File: src/design/hkrt_pkg.sv
`timescale 1ns / 1ps
package hkrt_pkg;

  localparam int CHANNELS    = 32;
  localparam int CH_W        = (CHANNELS > 1) ? $clog2(CHANNELS) : 1;
  localparam int SAMPLE_BITS = 12;
  localparam int LEVEL_W     = SAMPLE_BITS + 8;
  localparam int TRAVEL_W    = 10;
  localparam int THR_W       = 10;
  localparam int SCALE_W     = 17;
  localparam int WEIGHT_W    = 9;

  localparam logic [TRAVEL_W-1:0] TRAVEL_MAX = TRAVEL_W'(1000);

  // serial multiplier operand widths
  localparam int MUL_A_W = LEVEL_W + 1;
  localparam int MUL_B_W = SCALE_W;
  localparam int MUL_P_W = MUL_A_W + MUL_B_W;
  localparam int MUL_C_W = $clog2(MUL_B_W);

  localparam logic REQ_UPDATE = 1'b0;
  localparam logic REQ_SEED   = 1'b1;

  localparam logic [1:0] MODE_FIXED = 2'd0;
  localparam logic [1:0] MODE_RAPID = 2'd1;
  localparam logic [1:0] MODE_CONT  = 2'd2;

  typedef struct packed {
    logic [LEVEL_W-1:0]  level;
    logic [TRAVEL_W-1:0] peak;
    logic [TRAVEL_W-1:0] valley;
    logic                active;
  } chan_state_t;

  typedef struct packed {
    logic                       start;
    logic signed [MUL_A_W-1:0]  a;
    logic signed [MUL_B_W-1:0]  b;
  } mul_req_t;

endpackage

File: src/design/hkrt_ser_mul.sv
`timescale 1ns / 1ps
module hkrt_ser_mul
  import hkrt_pkg::*;
(
  input  logic                      clk,
  input  logic                      rst,
  input  mul_req_t                  req,
  output logic                      done,
  output logic signed [MUL_P_W-1:0] p
);

  logic signed [MUL_P_W-1:0] a_sh;
  logic [MUL_B_W-1:0]        b_sh;
  logic [MUL_C_W-1:0]        cnt;
  logic                      run;
  logic signed [MUL_P_W-1:0] acc;
  logic signed [MUL_P_W-1:0] term;
  logic                      last;

  assign term = b_sh[0] ? a_sh : '0;
  assign last = (cnt == MUL_C_W'(MUL_B_W - 1));
  assign p    = acc;

  always_ff @(posedge clk) begin
    if (rst) begin
      run  <= 1'b0;
      done <= 1'b0;
      cnt  <= '0;
    end else begin
      done <= 1'b0;
      if (req.start) begin
        run <= 1'b1;
        cnt <= '0;
      end else if (run) begin
        cnt <= cnt + 1'b1;
        if (last) begin
          run  <= 1'b0;
          done <= 1'b1;
        end
      end
    end
  end

  // one multiplier bit per cycle; the sign bit of b carries negative weight
  always_ff @(posedge clk) begin
    if (req.start) begin
      a_sh <= MUL_P_W'(req.a);
      b_sh <= req.b;
      acc  <= '0;
    end else if (run) begin
      a_sh <= a_sh <<< 1;
      b_sh <= b_sh >> 1;
      acc  <= last ? (acc - term) : (acc + term);
    end
  end

endmodule

File: src/design/hall_key_rapid_trigger.sv
`timescale 1ns / 1ps
// Hall-effect key processor with fixed, rapid and continuous rapid trigger.
// Input channel s_axis_*: one item per sensor sample with its calibration and
// thresholds; tuser carries the request kind (update or seed). Output channel
// m_axis_*: exactly one item per input item, in order: channel, travel, pressed.
// cfg_wr_en / cfg_wr_data write the EMA smoothing weight (Q8); write it only
// while the block is idle.
// Each item is worked on alone. An update with smoothing runs two bit-serial
// multiplies (EMA step, then counts-to-travel); an update without smoothing or
// a seed skips the first multiply; an out-of-range channel skips both. The
// next item is accepted the cycle after the result moves into the output
// register.
// Reset clears all channel state (average, peak, valley, pressed) and the
// weight, with no clearing pass. When the receiver stalls, the result waits in
// the output register; one further item is accepted and worked on, then the
// block holds until the output register frees up.
module hall_key_rapid_trigger
  import hkrt_pkg::*;
(
  input  logic         clk,
  input  logic         rst,
  input  logic         cfg_wr_en,
  input  logic [8:0]   cfg_wr_data,    // smoothing_weight
  input  logic         s_axis_tvalid,
  output logic         s_axis_tready,
  // channel, raw_sample, rest_level, travel_scale, actuation_point,
  // release_point, press_delta, release_delta, release_floor, trigger_mode
  input  logic [103:0] s_axis_tdata,
  input  logic [0:0]   s_axis_tuser,   // req_type
  output logic         m_axis_tvalid,
  input  logic         m_axis_tready,
  output logic [15:0]  m_axis_tdata    // channel_out, travel_out, pressed
);

  typedef enum logic [5:0] {
    S_IDLE  = 6'b000001,
    S_LOAD  = 6'b000010,
    S_EMA   = 6'b000100,
    S_START = 6'b001000,
    S_MAP   = 6'b010000,
    S_DONE  = 6'b100000
  } state_t;

  state_t state;

  logic [WEIGHT_W-1:0] weight;

  // captured item
  logic                   req_q;
  logic [4:0]             ch_q;
  logic [SAMPLE_BITS-1:0] raw_q;
  logic [11:0]            rest_q;
  logic [SCALE_W-1:0]     scale_q;
  logic [THR_W-1:0]       act_pt_q, rel_pt_q, press_d_q, rel_d_q, floor_q;
  logic [1:0]             mode_q;

  chan_state_t mem [CHANNELS];
  chan_state_t rd;
  logic        rd_vld;
  logic [CHANNELS-1:0] valid;
  chan_state_t cur;

  logic [LEVEL_W-1:0]  lvl;
  logic [TRAVEL_W-1:0] travel_q;
  logic                pressed_q;

  mul_req_t                  mreq;
  logic                      mdone;
  logic signed [MUL_P_W-1:0] mp;

  logic in_acc, out_free, ch_bad, direct;
  logic [CH_W-1:0] idx_in, idx_q;

  assign in_acc   = s_axis_tvalid && s_axis_tready;
  assign out_free = !m_axis_tvalid || m_axis_tready;
  assign s_axis_tready = (state == S_IDLE);
  assign idx_in = s_axis_tdata[CH_W-1:0];
  assign idx_q  = ch_q[CH_W-1:0];
  assign ch_bad = ({1'b0, ch_q} >= 6'(CHANNELS));
  assign direct = (req_q == REQ_SEED) || (weight == '0);
  assign cur    = rd_vld ? rd : '0;

  hkrt_ser_mul u_mul (
    .clk  (clk),
    .rst  (rst),
    .req  (mreq),
    .done (mdone),
    .p    (mp)
  );

  // EMA step: (raw<<8 - level) * weight, then average-to-travel
  logic signed [SAMPLE_BITS:0] diff;
  always_comb begin
    diff = $signed({1'b0, lvl[LEVEL_W-1:8]}) - $signed({1'b0, rest_q});
    mreq.start = 1'b0;
    mreq.a     = $signed({1'b0, raw_q, 8'b0}) - $signed({1'b0, cur.level});
    mreq.b     = $signed({(MUL_B_W - WEIGHT_W)'(0), weight});
    if (state == S_LOAD) begin
      mreq.start = !ch_bad && !direct;
    end else if (state == S_START) begin
      mreq.start = 1'b1;
      mreq.a     = MUL_A_W'(diff);
      mreq.b     = $signed(scale_q);
    end
  end

  // saturate the new average
  logic signed [MUL_P_W-9:0] ema_sum;
  logic [LEVEL_W-1:0]        ema_lvl;
  always_comb begin
    ema_sum = $signed({(MUL_P_W - 8 - LEVEL_W)'(0), cur.level})
            + $signed(mp[MUL_P_W-1:8]);
    if (ema_sum[MUL_P_W-9])
      ema_lvl = '0;
    else if (ema_sum[MUL_P_W-9:LEVEL_W] != '0)
      ema_lvl = '1;
    else
      ema_lvl = ema_sum[LEVEL_W-1:0];
  end

  // floor divide by 1024 and clamp to travel range
  logic [TRAVEL_W-1:0] travel;
  always_comb begin
    if (mp[MUL_P_W-1])
      travel = '0;
    else if (mp[MUL_P_W-2:10] > (MUL_P_W - 11)'(TRAVEL_MAX))
      travel = TRAVEL_MAX;
    else
      travel = mp[TRAVEL_W+9:10];
  end

  // trigger decision
  chan_state_t nxt;
  logic [TRAVEL_W-1:0] pk2, vl2;
  logic armed;
  always_comb begin
    nxt       = cur;
    nxt.level = lvl;
    pk2   = (travel > cur.peak) ? travel : cur.peak;
    vl2   = (travel < cur.valley) ? travel : cur.valley;
    armed = (mode_q == MODE_CONT) || (travel >= act_pt_q);
    if (req_q == REQ_SEED) begin
      nxt.peak   = travel;
      nxt.valley = travel;
      nxt.active = 1'b0;
    end else if (mode_q == MODE_FIXED) begin
      nxt.active = cur.active ? (travel >= rel_pt_q) : (travel >= act_pt_q);
    end else if (cur.active) begin
      nxt.peak = pk2;
      if (({1'b0, travel} + {1'b0, rel_d_q} <= {1'b0, pk2}) || (travel < floor_q)) begin
        nxt.active = 1'b0;
        nxt.valley = travel;
      end
    end else begin
      nxt.valley = vl2;
      if (armed && ({1'b0, travel} >= {1'b0, vl2} + {1'b0, press_d_q})) begin
        nxt.active = 1'b1;
        nxt.peak   = travel;
      end
    end
  end

  always_ff @(posedge clk) begin
    if (rst) begin
      state         <= S_IDLE;
      weight        <= '0;
      valid         <= '0;
      m_axis_tvalid <= 1'b0;
    end else begin
      if (cfg_wr_en)
        weight <= cfg_wr_data;
      if ((state == S_DONE) && out_free)
        m_axis_tvalid <= 1'b1;
      else if (m_axis_tready)
        m_axis_tvalid <= 1'b0;
      case (state)
        S_IDLE: begin
          if (in_acc)
            state <= S_LOAD;
        end
        S_LOAD: begin
          if (ch_bad)
            state <= S_DONE;
          else if (direct)
            state <= S_START;
          else
            state <= S_EMA;
        end
        S_EMA: begin
          if (mdone)
            state <= S_START;
        end
        S_START: state <= S_MAP;
        S_MAP: begin
          if (mdone) begin
            valid[idx_q] <= 1'b1;
            state        <= S_DONE;
          end
        end
        S_DONE: begin
          if (out_free)
            state <= S_IDLE;
        end
        default: state <= S_IDLE;
      endcase
    end
  end

  // payload and channel memory
  always_ff @(posedge clk) begin
    if (in_acc) begin
      req_q     <= s_axis_tuser[0];
      ch_q      <= s_axis_tdata[4:0];
      raw_q     <= s_axis_tdata[5 +: SAMPLE_BITS];
      rest_q    <= s_axis_tdata[28:17];
      scale_q   <= s_axis_tdata[45:29];
      act_pt_q  <= s_axis_tdata[55:46];
      rel_pt_q  <= s_axis_tdata[65:56];
      press_d_q <= s_axis_tdata[75:66];
      rel_d_q   <= s_axis_tdata[85:76];
      floor_q   <= s_axis_tdata[95:86];
      mode_q    <= s_axis_tdata[97:96];
      rd        <= mem[idx_in];
      rd_vld    <= valid[idx_in];
    end
    case (state)
      S_LOAD: begin
        lvl       <= {raw_q, 8'b0};
        travel_q  <= '0;
        pressed_q <= 1'b0;
      end
      S_EMA: begin
        if (mdone)
          lvl <= ema_lvl;
      end
      S_MAP: begin
        if (mdone) begin
          mem[idx_q] <= nxt;
          travel_q   <= travel;
          pressed_q  <= nxt.active;
        end
      end
      S_DONE: begin
        if (out_free)
          m_axis_tdata <= {pressed_q, travel_q, ch_q};
      end
      default: ;
    endcase
  end

endmodule

File: config.mk
export PLATFORM = sky130hd
export DESIGN_NAME = hall_key_rapid_trigger
export DESIGN_NICKNAME = d
export VERILOG_FILES = /design/src/design/hkrt_pkg.sv /design/src/design/hkrt_ser_mul.sv /design/src/design/hall_key_rapid_trigger.sv
export SDC_FILE = /design/constraint.sdc
export NUM_CORES = 2
export LEC_CHECK = 0
export BUFFER_PORTS_ARGS = -buffer_cell sky130_fd_sc_hd__buf_2
export CAP_MARGIN = 30
export CORE_UTILIZATION = 59
export CTS_BUF_LIST = sky130_fd_sc_hd__clkbuf_4
export DETAILED_ROUTE_END_ITERATION = 8
export PLACE_DENSITY_LB_ADDON = 0.15
export SETUP_SLACK_MARGIN = 0.05
export SLEW_MARGIN = 20
export SYNTH_ARGS = -nofsm -noshare
export SYNTH_HDL_FRONTEND = slang
export SYNTH_SLANG_ARGS = --single-unit
File: constraint.sdc
create_clock -name clk -period 8.1 [get_ports clk]
set_input_delay 1.215 -clock clk [delete_from_list [all_inputs] [get_ports clk]]
set_output_delay 1.215 -clock clk [all_outputs]
set_load 0.02 [all_outputs]
* Word-level counts from Yosys, hierarchy flattened
Memory sizes are Yosys's and may differ from the RTL's. A register that Yosys moved wholly into a read port is not among the register bits. Index checks and enable logic that the tools add are counted.
Cells by class: muxes and demuxes 49, reduce and logical (&&, ||, !) cells 24, magnitude comparators 11, $add $sub $neg 8, equality and inequality tests 12, bitwise gates (word level) 2
Operators with widths (number):
- $mux W38 | 5
- $mux W20 | 4
- $mux W10 | 6
- $mux W21 | 2
- $mux W41 | 1
- $pmux W20 S2 | 1
- $mux W39 | 1
- $add A38 B38 Y38 | 1
- $sub A38 B38 Y38 | 1
- $pmux W6 S6 | 1
- $mux W17 | 2
- $or A32 B32 Y32 | 1
- $add A21 B30 Y30 | 1
- $gt A27 B10 Y1 const B | 1
- $mux W6 | 4
- $add A10 B10 Y11 | 2
- $sub A20 B20 Y21 | 1
- $ge A10 B10 Y1 | 2
- $lt A10 B10 Y1 | 2
- $pmux W10 S2 | 1
- $mux W1 | 16
- $sub A12 B12 Y13 | 1
- $lt A5 B6 Y1 const B | 2
- $ge A10 B11 Y1 | 1
- 31 further kinds | 46
Word-level totals: bits in writable memories 1312, bits of input ports 119, output and inout bits 18, word-level logic and storage cells 133, register bits 295, memories kept 1
Memory list:
- mem | depth 32, width 41, read ports 1, clocked after memory_dff 1, write ports 1, RTL line hall_key_rapid_trigger.sv:57 | chan_state_t mem [CHANNELS];

* Depth between registers and ports, before layout
depth after elaboration 14, mapped depth 38, gate-level depth less buffers 36

* By module
A second synthesis with hierarchy kept.
Second synthesis, totals: cells, all modules 3969, area total of the unflattened synthesis 70380.0 µm²
By module, submodules not included:
- hall_key_rapid_trigger | cells each 3219, sequential area each 46004.1 µm², area each 63488.4 µm², times used 1
- hkrt_ser_mul | cells each 750, sequential area each 2552.4 µm², area each 6891.6 µm², times used 1

* Worst setup path before layout
No wires, ideal clock.
path type reg2reg, start point reg u_mul.acc[10] (netlist: u_mul.p[10]), end point mem mem[0][0] (netlist bit) (data pin), period minus slack after synthesis 8.162 ns, stages on the path, launching flop included 35, required time 7.602 ns, setup time 0.498 ns, data arrival time 7.664 ns, slack -0.062 ns, buffers on the path 1, cell sequence dfxtp_1 -> o31a_1 -> o2111ai_1 -> nand4_2 -> o21bai_1 -> inv_1 -> ha_1 -> a21o_1 -> a21o_1 -> a21oi_1 -> nor2b_1 -> o21ai_0 -> a21oi_1 -> a211o_1 -> clkbuf_1 -> o21ai_0 -> ha_1 -> a21o_1 -> a21oi_1 -> o21bai_1 -> a21oi_1 -> nor2b_1 -> o21a_1 -> o21ai_0 -> nand2b_1 -> a21oi_1 -> xor2_1 -> ha_1 -> o21a_1 -> nor2_1 -> a2111oi_0 -> o311ai_0 -> a211o_1 -> or2_2 -> a311oi_1
RTL lines:
- start, declared | RTL line hkrt_ser_mul.sv:16 | logic signed [MUL_P_W-1:0] acc;
- start signal, assigned | RTL line hkrt_ser_mul.sv:53 | acc <= last ? (acc - term) : (acc + term);
- end, declared | RTL line hall_key_rapid_trigger.sv:57

==> impl_metrics.env <==
export IMPL_final_common_cell="edfxtp_1"
export IMPL_setup_slack_ns=0.5698
export IMPL_dp_hpwl_um=98450
export IMPL_cts_sinks=1648
export IMPL_async_reset_ff_frac=0
export IMPL_die_y_um=346.0
export IMPL_worstMarginPinSlew_ns=1.063
export IMPL_drc=0
export IMPL_nFillCells=7728
export IMPL_end_kind="flop"
export IMPL_crit_fanout=32
export IMPL_drv_slew=0
export IMPL_cts_tree="built"
export IMPL_syn_mean_instance_area_um2=17.67
export IMPL_wl_per_cell_um=27.23
export IMPL_pin_count=137
export IMPL_final_nets=4873
export IMPL_min_period_ns=7.530
export IMPL_use_met1=0.4067
export IMPL_vias=39910
export IMPL_ys_flop_type="edfxtp_1"
export IMPL_clock_skew_final_ns=0.1151
export IMPL_root_buffer="clkbuf_4"
export IMPL_maxSlewHeadroom=0.2912
export IMPL_fin_crit_sh=0.9297
export IMPL_die_area_um2=119700
export IMPL_yosys_warnings=0
export IMPL_path_buf_inv=2
export IMPL_met3_usage=0.06940
export IMPL_worstSkewPairLatency_ns=1.35
export IMPL_htree_levels=5
export IMPL_multiInputGateArea_um2=20640
export IMPL_coreArea_um2=116700
export IMPL_status="finished clean"
export IMPL_start_util=0.5983
export IMPL_p_sw_frac=0.2802
export IMPL_grt_pass1_vias=40030
export IMPL_fin_cells=6406
export IMPL_worstPathRequired_ns=9.09
export IMPL_critical_path_max_stage_delay_ns=0.70
export IMPL_routed_wirelength_um=174500
export IMPL_firstDrtPassIters=6
export IMPL_die_x_um=346.0
export IMPL_crit_path_frequent_cell="a21oi_1"
export IMPL_cp_slowest_cell="mux2i_4"
export IMPL_combPwrFrac=0.195
export IMPL_netlist_instances=3950
export IMPL_post_place_ws_ns=0.4795
export IMPL_fmax_mhz=132.8
export IMPL_power_mw=20.98
export IMPL_setup_tns_ns=0
export IMPL_routed_via_density=6.231
export IMPL_dp_cells=5575
export IMPL_grt_pass1_wl_um=254900
export IMPL_mostFrequentLayoutCells="edfxtp_1, clkbuf_4, mux4_2"
export IMPL_power_density_nw_per_um2=263.7
export IMPL_cellLeakagePower_nw=27.57
export IMPL_crit_arrival_ns=8.53
export IMPL_syn_area_um2=69800
export IMPL_port_buffers=130
export IMPL_grtUsageMet2=0.4676
export IMPL_clockBufferDepth=4
export IMPL_track_usage=0.2945
export IMPL_hold_viol=0
export IMPL_grt_overflow=0
export IMPL_whs_ns=0.1300
export IMPL_finalSetupViolations=0
export IMPL_antenna_found_initial=5
export IMPL_path_delay_family="compound AO/OA/AOI/OAI gates"
export IMPL_pwr_share_clk=0.315
export IMPL_areaGrowthSynthToFinish_pct=13.93
export IMPL_p_int_mw=15.10
export IMPL_synth_seq_cells=1648
export IMPL_criticalPathCategory="flop to flop"
export IMPL_p_sw_mw=5.878
export IMPL_hold_depth=1
export IMPL_max_vdd_ir_drop_mv=0.1900
export IMPL_cts_clk_slew_worst_paths_ns=0.07
export IMPL_drive_gt1_frac=0.2974
export IMPL_maxCapViolCount=0
export IMPL_worst_path_stages=35
export IMPL_drtIter0Drc=4513
export IMPL_start_kind="flop"
export IMPL_ys_types=79
export IMPL_seq_area_um2=48560
export IMPL_mappedNetlistNets=4247
export IMPL_gp_congestion=0.9374
export IMPL_grt_busiest_layer="met2"
export IMPL_grt_max_degree=158
export IMPL_r2r_cells=35
export IMPL_rows=125
export IMPL_rsz0062_at_grt="false"
export IMPL_ant_nets=0
export IMPL_cts_buffers=414
export IMPL_ys_seq_area_frac=0.6956
export IMPL_hp_class="input port to flop"
export IMPL_power_frac_seq=0.490
export IMPL_synth_edf_count=1555
[per-stage QoR]
stage	util	instance area, µm²
after floorplan	-	69810
after detailed placement	0.6288	73370
after global routing	0.6816	79520
after global placement	0.6269	73150
final	0.6816	79530
after CTS	0.6795	79280
[synthesized netlist by cell type, types with 52 or more instances]
library cell	number	area share
a21oi_1	153	0.011
clkbuf_1	121	0.0065
dfxtp_1	93	0.027
edfxtp_1	1555	0.67
ha_1	173	0.031
inv_1	108	0.0058
mux2i_1	52	0.0075
mux4_2	420	0.14
nand2_1	212	0.011
nor2_1	254	0.014
o21ai_0	96	0.0069
xnor2_1	63	0.0079
[state kept, by name, summed over array words and instances, names as in the netlist, 12 cells and up]
name and cells:
rd 41, m_axis_tdata 16, u_mul.b_sh 17, scale_q 17
lvl 20, valid 32, u_mul.p 38, raw_q 12
u_mul.a_sh 38, rest_q 12, mem 1312
[routing by layer]
layer | vias to the layer above | share of wire | wire (µm)
met2 | 2014 | 0.48 | 84360
met3 | 315 | 0.096 | 16820
li1 | 17360 | - | -
met4 | 2 | 0.026 | 4592
met1 | 20220 | 0.39 | 68660
met5 | - | 0.000097 | 17
[path summary, 6_finish.rpt]
kind | from | slack (ns) | to
setup / recovery | u_mul.p[25]$_SDFFE_PP0P_ | 0.57 | mem[10][20]$_DFFE_PP_
hold / removal | s_axis_tdata[49] | 0.13 | act_pt_q[3]$_DFFE_PP_
setup reg to reg | u_mul.p[25]$_SDFFE_PP0P_ | 0.57 | mem[10][20]$_DFFE_PP_
hold reg to reg | travel_q[0]$_SDFFCE_PN0P_ | 0.41 | m_axis_tdata[5]$_DFFE_PP_
[area by class of cell]
cell class | count | share of cell area
timing repair buffer | 376 | 0.03817
clock buffer | 587 | 0.05541
inverter | 111 | 0.005239
tap | 1524 | 0.02398
clock inverter | 122 | 0.006655
multi-input combinational | 2025 | 0.2596
sequential | 1648 | 0.6106
antenna | 13 | 0.0004090
[power by group through the flow]
stage	registers (mW)	logic, mW	clock network, mW
2_1_floorplan	10.4	2.64	0
3_3_place_gp	10.5	3.82	0
3_5_place_dp	10.5	3.91	0
4_1_cts	10.3	3.97	6.75
5_1_grt	10.3	4.49	7.18
6_report	10.3	4.08	6.60
[cell families (layout without fill, tap and decap cells)]
logic type                 count (synthesis)  in the layout  synth area share
DFF                                     1648           1648            0.6956
and+or+nand+nor                          726            726           0.04781
muxes                                    515            517            0.1499
AOI/OAI and AO/OA                        492            492           0.04490
buffers and inverters                    279           1196           0.01527
adders and majority gates                178            178           0.03244
xor gates and xnor gates                 112            112           0.01405
other                                      0             13                 0
[worst reg2reg max path, delay by kind of cell (launching register included)]
kind,cells,cell delay [ns]
XOR/XNOR,1,0.09
adder cells (fa/ha/maj),3,0.90
AND/OR/NAND/NOR,7,0.88
flip-flops,1,0.36
buffers and inverters,2,0.33
multiplexers,1,0.73
AO/OA/AOI/OAI,21,3.89
[what timing repair did]
item,in CTS,in global routing
resized for setup,0,10
hold buffers,97,0
endpoints found under the setup margin,0,295
endpoints found under the hold margin,97,0
setup buffers,0,1
No activity file was read; power rests on OpenSTA's default activity.
